File: src/hdl/hlnt_ram.sv
module hlnt_ram #(
    parameter int WIDTH = 8,
    parameter int DEPTH = 16,
    localparam int AW = (DEPTH > 1) ? $clog2(DEPTH) : 1
) (
    input  logic             clk,
    input  logic             we,
    input  logic [AW-1:0]    waddr,
    input  logic [WIDTH-1:0] wdata,
    input  logic [AW-1:0]    raddr,
    output logic [WIDTH-1:0] rdata
);

    logic [WIDTH-1:0] mem_reg [DEPTH];
    logic [WIDTH-1:0] rdata_reg;

    always_ff @(posedge clk)
    begin
        if (we)
        begin
            mem_reg[waddr] <= wdata;
        end
        rdata_reg <= mem_reg[raddr];
    end

    assign rdata = rdata_reg;

endmodule

File: config.mk
export PLATFORM = sky130hd
export DESIGN_NAME = hlnt_ram
export DESIGN_NICKNAME = d
export VERILOG_FILES = /design/src/hdl/hlnt_ram.sv
export SDC_FILE = /design/constraint.sdc
export NUM_CORES = 1
export LEC_CHECK = 0
export ABC_AREA = 1
export BUFFER_PORTS_ARGS = -buffer_cell sky130_fd_sc_hd__buf_2
export CORE_MARGIN = 2
export CORE_UTILIZATION = 30
export CTS_CLUSTER_DIAMETER = 150
export DETAILED_ROUTE_END_ITERATION = 8
export GPL_TIMING_DRIVEN = 0
export PLACE_DENSITY = 0.47
export SLEW_MARGIN = 10
export SYNTH_ARGS = -nofsm -noshare
export SYNTH_HDL_FRONTEND = slang
export SYNTH_SLANG_ARGS = --single-unit
File: constraint.sdc
create_clock -name clk -period 3.4 [get_ports clk]
set_input_delay 0.51 -clock clk [delete_from_list [all_inputs] [get_ports clk]]
set_output_delay 0.51 -clock clk [all_outputs]
set_load 0.02 [all_outputs]
; After elaboration in Yosys (flattened, before gate mapping)
; Memories as Yosys holds them, arrays and structs flattened. A register that Yosys moved wholly into a read port is not among the register bits.
; Index checks and enable logic that the tools add are counted.
; Widths: inputs -> output; s select.
[word_totals]
elab_cells = 3
ff_bits = 0
output_inout_bits = 8
mem_count = 1
input_bits = 18
mem_bits_rw = 128
[memory_table]
columns = memory, words, width, rd, rd_ports_with_merged_regs, write_ports, line_no
row1 = mem_reg, 16, 8, 1, 1, 1, 14  ; logic [WIDTH-1:0] mem_reg [DEPTH];
[classes]
mux = 2
[op_table]
columns = operator, n
row1 = $mux 1, 2

; Depth between registers and ports, before layout
; Gate-level depths: netlist of the first run.
[depth]
word_depth = 2
mapped_depth = 8
depth_no_buf = 7

; Worst setup path before layout of the first run
; No wires, ideal clock.
[synth_path]
path_type = input to register
from = input port waddr[2]
to = memory mem_reg[10][0] (enable)
path_buffers = 0
setup_time_ns = 0.370
cell_stages = 2
arrival_time_ns = 1.091
required_ns = 3.030
slack_ns = 1.939
cell_sequence = nand3b_1 > nor2_1
[synth_rtl]
columns = element, line_no
row1 = from (decl), 8  ; input logic [AW-1:0] waddr,
row2 = to (decl), 14
; Straight into the memory's write port.

; Final worst setup path of the first run
[layout_path]
from = input port waddr[3]
to = memory mem_reg[6][0] (enable)
; Straight into the memory's write port.

==> results of run 1 <==
[cells by family (layout without fill, tap and decap cells)]
kind of cell	Yosys count	after routing
simple gates	289	289
flops	136	136
buf+inv	126	180
[cells in the mapped netlist]
cell type  number  share of area
buf_1           1        0.00065
buf_2          13          0.011
buf_4           4         0.0052
buf_6           6          0.012
dfxtp_1         8          0.028
edfxtp_1      128           0.67
inv_1         100          0.065
inv_2           2         0.0013
nand2_1       173           0.11
nand3_1        97          0.084
nand3b_1        2         0.0026
nor2_1         17          0.011
[stage by stage]
| stage | cells | hold slack [ps] |
|---|---|---|
| finish | 839 | 513 |
| floorplan | 551 | 607 |
| global route | 839 | 518 |
| CTS | 839 | 514 |
| global placement | 807 | 693 |
| detailed placement | 807 | 714 |
[power groups by stage]
| stage | clock [mW] | sequential, mW | combinational (mW) |
|---|---|---|---|
| 5_1_grt | 1.82 | 1.89 | 0.284 |
| 2_1_floorplan | 0 | 1.93 | 0.132 |
| 4_1_cts | 1.75 | 1.88 | 0.262 |
| 6_report | 1.73 | 1.88 | 0.258 |
| 3_5_place_dp | 0 | 1.92 | 0.261 |
| 3_3_place_gp | 0 | 1.92 | 0.259 |
[final timing paths]
kind                                   end  slack, ps  depth (start not counted)
setup / recovery   mem_reg[6][0]$_DFFE_PP_       1750                          3
hold / removal    mem_reg[15][4]$_DFFE_PP_        510                          1
setup reg to reg          rdata[7]$_DFF_P_       2300                          6
hold reg to reg           rdata[0]$_DFF_P_        710                          6
[critical path, stage by stage]
cell and delay [ps]:
buf_2 120, nand3b_1 280, nor2_1 780
[per-layer routing]
metal	vias to the layer above	track usage	share of wire
li1	1859	-	-
met4	0	0.0568	0.017
met2	126	0.235	0.45
met5	-	0	0
met3	16	0.0402	0.061
met1	1843	0.217	0.47
[area by class of cell]
cell class	instances	area [sq um]
repair buffers	22	110
well taps	234	293
fillers	1901	12000
clock inverters	3	40.0
clock buffers	29	510
multi-input cells	289	1210
flip-flops and latches	136	4000
plain buffers	24	166
inverters	102	383
==> flow_metrics.env, run 1 <==
export IMPL_drc=0
export IMPL_p_sw_mw=0.842
export IMPL_initial_core_util=0.307
export IMPL_grt_use_total=0.156
export IMPL_synth_compound_area_frac=0
export IMPL_synthSimpleGateAreaFrac=0.210
export IMPL_worstSetupStartpoint="waddr[3]"
export IMPL_cts_root_buffer_cell="clkbuf_16"
export IMPL_post_dp_cell_area_sq_mm=0.00617
export IMPL_peakVddDrop_uv=336
export IMPL_cts_tree="done"
export IMPL_dpl_worst_slack_ps=1330
export IMPL_layout_common_cells="173 x nand2_1, 128 x edfxtp_1, 100 x inv_1, 97 x nand3_1, 35 x buf_2"
export IMPL_cts_sinks=136
export IMPL_tightest_slew_ps=995
export IMPL_power_frac_seq=0.487
export IMPL_finalCriticalPeriod_ps=1650
export IMPL_syn_num_nets=569
export IMPL_fin_area_sq_mm=0.00672
export IMPL_syn_to_final_growth_pct=16.5
export IMPL_largest_register_ffs=128
export IMPL_grt_max_degree=17
export IMPL_synth_area_mux_share=0
export IMPL_vias=3844
export IMPL_die_x_um=143
export IMPL_setup_tns_final_ps=0
export IMPL_core_area_sq_mm=0.0188
export IMPL_cts_setup_buffers=0
export IMPL_drive_above_1_share=0.117
export IMPL_p_leak_nw=2.88
export IMPL_layout_commonest_cell="nand2_1"
export IMPL_grt_first_pass_wirelength_um=22300
export IMPL_htreeDepth=4
export IMPL_clk_insertion_delay_late_ps=430
export IMPL_diodes=0
export IMPL_p_per_area_mw_per_mm2=576
export IMPL_hold_path_startpoint="wdata[4]"
export IMPL_comb_power_share=0.067
export IMPL_syn_avg_cell_area_sq_um=10.5
export IMPL_ant_nets=0
export IMPL_criticalPathCategory="in2reg"
export IMPL_finClkSkew_ps=6.67
export IMPL_ys_seq_elements=136
export IMPL_wire_per_inst_um=17.7
export IMPL_dp_hpwl_um=9940
export IMPL_grt_pass1_vias=3555
export IMPL_vias_per_cell=4.58
export IMPL_std_cell_rows=50
export IMPL_maxClockFrequency_mhz=607
export IMPL_netlist_area_sq_mm=0.00577
export IMPL_numPortBuffers=22
export IMPL_rsz0062_at_grt="false"
export IMPL_slew_headroom=0.334
export IMPL_netlist_instances=551
export IMPL_cp_arrival_ps=1700
export IMPL_min_period_over_period=0.485
export IMPL_layout_nets=610
export IMPL_cts_resized=0
export IMPL_clockBufferDepth=2
export IMPL_required_ps=3450
export IMPL_drt_initial_drc_count=408
export IMPL_synth_cell_type_count=12
export IMPL_cts_hold_buf=0
export IMPL_grt_ovfl_total=0
export IMPL_die_h_um=143
export IMPL_synth_xor_area_frac=0
export IMPL_power_internal_mw=3.03
export IMPL_status="completed"
export IMPL_reg2reg_from="mem_reg[1][7]$_DFFE_PP_"
export IMPL_crit_path_end_kind="register"
export IMPL_p_sw_frac=0.218
export IMPL_cp_start_kind="input port"
export IMPL_antenna_found_initial=0
export IMPL_finalWirelength_um=14900
export IMPL_fin_util=0.358
export IMPL_drt_pass1_iterations=5
export IMPL_setup_viol=0
export IMPL_hold_viol=0
export IMPL_setup_ws_ps=1750
export IMPL_yosysWarnings=0
export IMPL_maxCapViolCount=0
export IMPL_seq_area_frac_synth=0.694
export IMPL_hold_path_class="in2reg"
export IMPL_clk_pin_slew_ps=50
export IMPL_synth_top_family_by_area="simple AND/OR/NAND/NOR gates"
export IMPL_clkPwrFrac=0.447
export IMPL_cts_buffers=17
export IMPL_crit_fanout=8
export IMPL_gp_congestion=0.816
export IMPL_synthAdderAreaFrac=0
export IMPL_ioPinCount=26
export IMPL_slew_viol_final=0
export IMPL_p_total_mw=3.87
export IMPL_die_area_sq_mm=0.0203
Note: power is estimated with default switching activity, not from simulation.
==> inputs of run 2 (changes only) <==
--- a/config.mk
+++ b/config.mk
@@ -12,7 +12,7 @@
 export CTS_CLUSTER_DIAMETER = 150
 export DETAILED_ROUTE_END_ITERATION = 8
 export GPL_TIMING_DRIVEN = 0
-export PLACE_DENSITY = 0.47
+export PLACE_DENSITY = 0.48
 export SLEW_MARGIN = 10
 export SYNTH_ARGS = -nofsm -noshare
 export SYNTH_HDL_FRONTEND = slang
==> constraint.sdc (replaced) <==
create_clock -name clk -period 1.45 [get_ports clk]
set_input_delay 0.2175 -clock clk [delete_from_list [all_inputs] [get_ports clk]]
set_output_delay 0.2175 -clock clk [all_outputs]
set_load 0.02 [all_outputs]
==> flow_metrics.env, run 2 (synthesis results as in run 1) <==
export IMPL_finClkSkew_ps=4.91
export IMPL_drt_initial_drc_count=398
export IMPL_highest_layer="met4"
export IMPL_required_ps=1500
export IMPL_drc=0
export IMPL_cts_sinks=136
export IMPL_cts_setup_buffers=0
export IMPL_grt_pass1_vias=3623
export IMPL_clk_pin_slew_ps=60
export IMPL_die_x_um=143
export IMPL_gp_congestion=0.829
export IMPL_cts_resized=0
export IMPL_largest_register_ffs=128
export IMPL_criticalPathCategory="in2reg"
export IMPL_initial_core_util=0.307
export IMPL_status="completed"
export IMPL_maxClockFrequency_mhz=736
export IMPL_grt_use_total=0.154
export IMPL_slew_viol_final=0
export IMPL_layout_nets=610
export IMPL_rsz0062_at_grt="false"
export IMPL_numPortBuffers=22
export IMPL_grt_first_pass_wirelength_um=22100
export IMPL_cts_hold_buf=0
export IMPL_crit_fanout=8
export IMPL_core_area_sq_mm=0.0188
export IMPL_drt_pass1_iterations=5
export IMPL_p_total_mw=9.83
export IMPL_wl_met2_um=6580
export IMPL_hold_viol=0
export IMPL_cp_arrival_ps=1410
export IMPL_wire_per_inst_um=17.5
export IMPL_htreeDepth=4
export IMPL_wl_met3_um=788
export IMPL_vias_per_cell=4.46
export IMPL_crit_path_end_kind="register"
export IMPL_finalWirelength_um=14700
export IMPL_cts_root_buffer_cell="clkbuf_16"
export IMPL_cp_start_kind="input port"
export IMPL_peakVddDrop_uv=767
export IMPL_hold_path_class="in2reg"
export IMPL_tightest_slew_ps=988
export IMPL_antenna_found_initial=0
export IMPL_fin_util=0.364
export IMPL_die_h_um=143
export IMPL_cts_buffers=17
export IMPL_dpl_worst_slack_ps=-315
export IMPL_ioPinCount=26
export IMPL_clockBufferDepth=2
export IMPL_syn_to_final_growth_pct=18.4
export IMPL_slew_headroom=0.339
export IMPL_maxCapViolCount=0
export IMPL_ant_nets=0
export IMPL_diodes=0
export IMPL_wirelength_met1_um=6920
export IMPL_cts_tree="done"
export IMPL_reg2reg_setup_slack_ps=400
export IMPL_setup_ws_ps=90.7
export IMPL_layout_common_cells="173 x nand2_1, 128 x edfxtp_1, 100 x inv_1, 97 x nand3_1, 35 x buf_2"
export IMPL_finalCriticalPeriod_ps=1360
export IMPL_vias=3738
export IMPL_clk_insertion_delay_late_ps=430
export IMPL_die_area_sq_mm=0.0203
export IMPL_std_cell_rows=50
export IMPL_grt_ovfl_total=0
export IMPL_grt_max_degree=17
export IMPL_layout_commonest_cell="nand2_1"
export IMPL_setup_viol=0
export IMPL_dp_hpwl_um=9770
export IMPL_min_period_over_period=0.937
export IMPL_drive_above_1_share=0.124
export IMPL_p_per_area_mw_per_mm2=1440
export IMPL_p_leak_nw=2.92
run 2: cell types whose count changed in the layout (fill, tap and decap cells not counted), sizes merged:
| cell | delta |
|---|---|
| bufinv | +5 |
| clkinv | +4 |
| clkinvlp | +3 |
| clkbuf | -12 |
run 2: final cells by class:
| cell class | instances | area (sq um) |
|---|---|---|
| clock inverter | 15 | 231 |
| sequential | 136 | 4000 |
| timing repair buffer | 22 | 110 |
| inverter | 102 | 383 |
| multi-input combinational | 289 | 1210 |
| tap | 234 | 293 |
| buffer | 24 | 166 |
| clock buffer | 17 | 425 |
| fill | 1838 | 11900 |
run 2: routing by layer:
layer  up-vias  global-route usage
li1       1855                   -
met1      1734               0.209
met2       128               0.233
met3        21              0.0396
met4         0              0.0662
met5         -                   0
run 2: per-stage QoR:
stage | cell area (sq um) | std cells | setup TNS [ps] | hold WS [ps]
after detailed placement | 6170 | 807 | -23690 | 634
after CTS | 6830 | 839 | 0 | 203
final | 6830 | 839 | 0 | 218
after global placement | 6170 | 807 | -21450 | 636
after global routing | 6830 | 839 | 0 | 213
after floorplan | 5770 | 551 | 0 | 316
run 2: path summary, 6_finish.rpt:
check	from	end	cells past startpoint
max	waddr[3]	mem_reg[7][1]$_DFFE_PP_	3
min	wdata[4]	mem_reg[10][4]$_DFFE_PP_	1
max reg2reg	mem_reg[5][0]$_DFFE_PP_	rdata[0]$_DFF_P_	6
min reg2reg	mem_reg[12][5]$_DFFE_PP_	rdata[5]$_DFF_P_	6
run 2: report_power, final:
group	internal, mW	total (mW)	switching, mW	leakage [nW]
Combinational	0.169	0.609	0.440	1.39
Clock	3.19	4.81	1.61	0.309
Sequential	4.40	4.42	0.0205	1.22
Total	7.76	9.83	2.07	2.92
run 2: critical path, stage by stage:
cell and delay, ps:
buf_2 120, nand3b_1 300, nor2_1 760
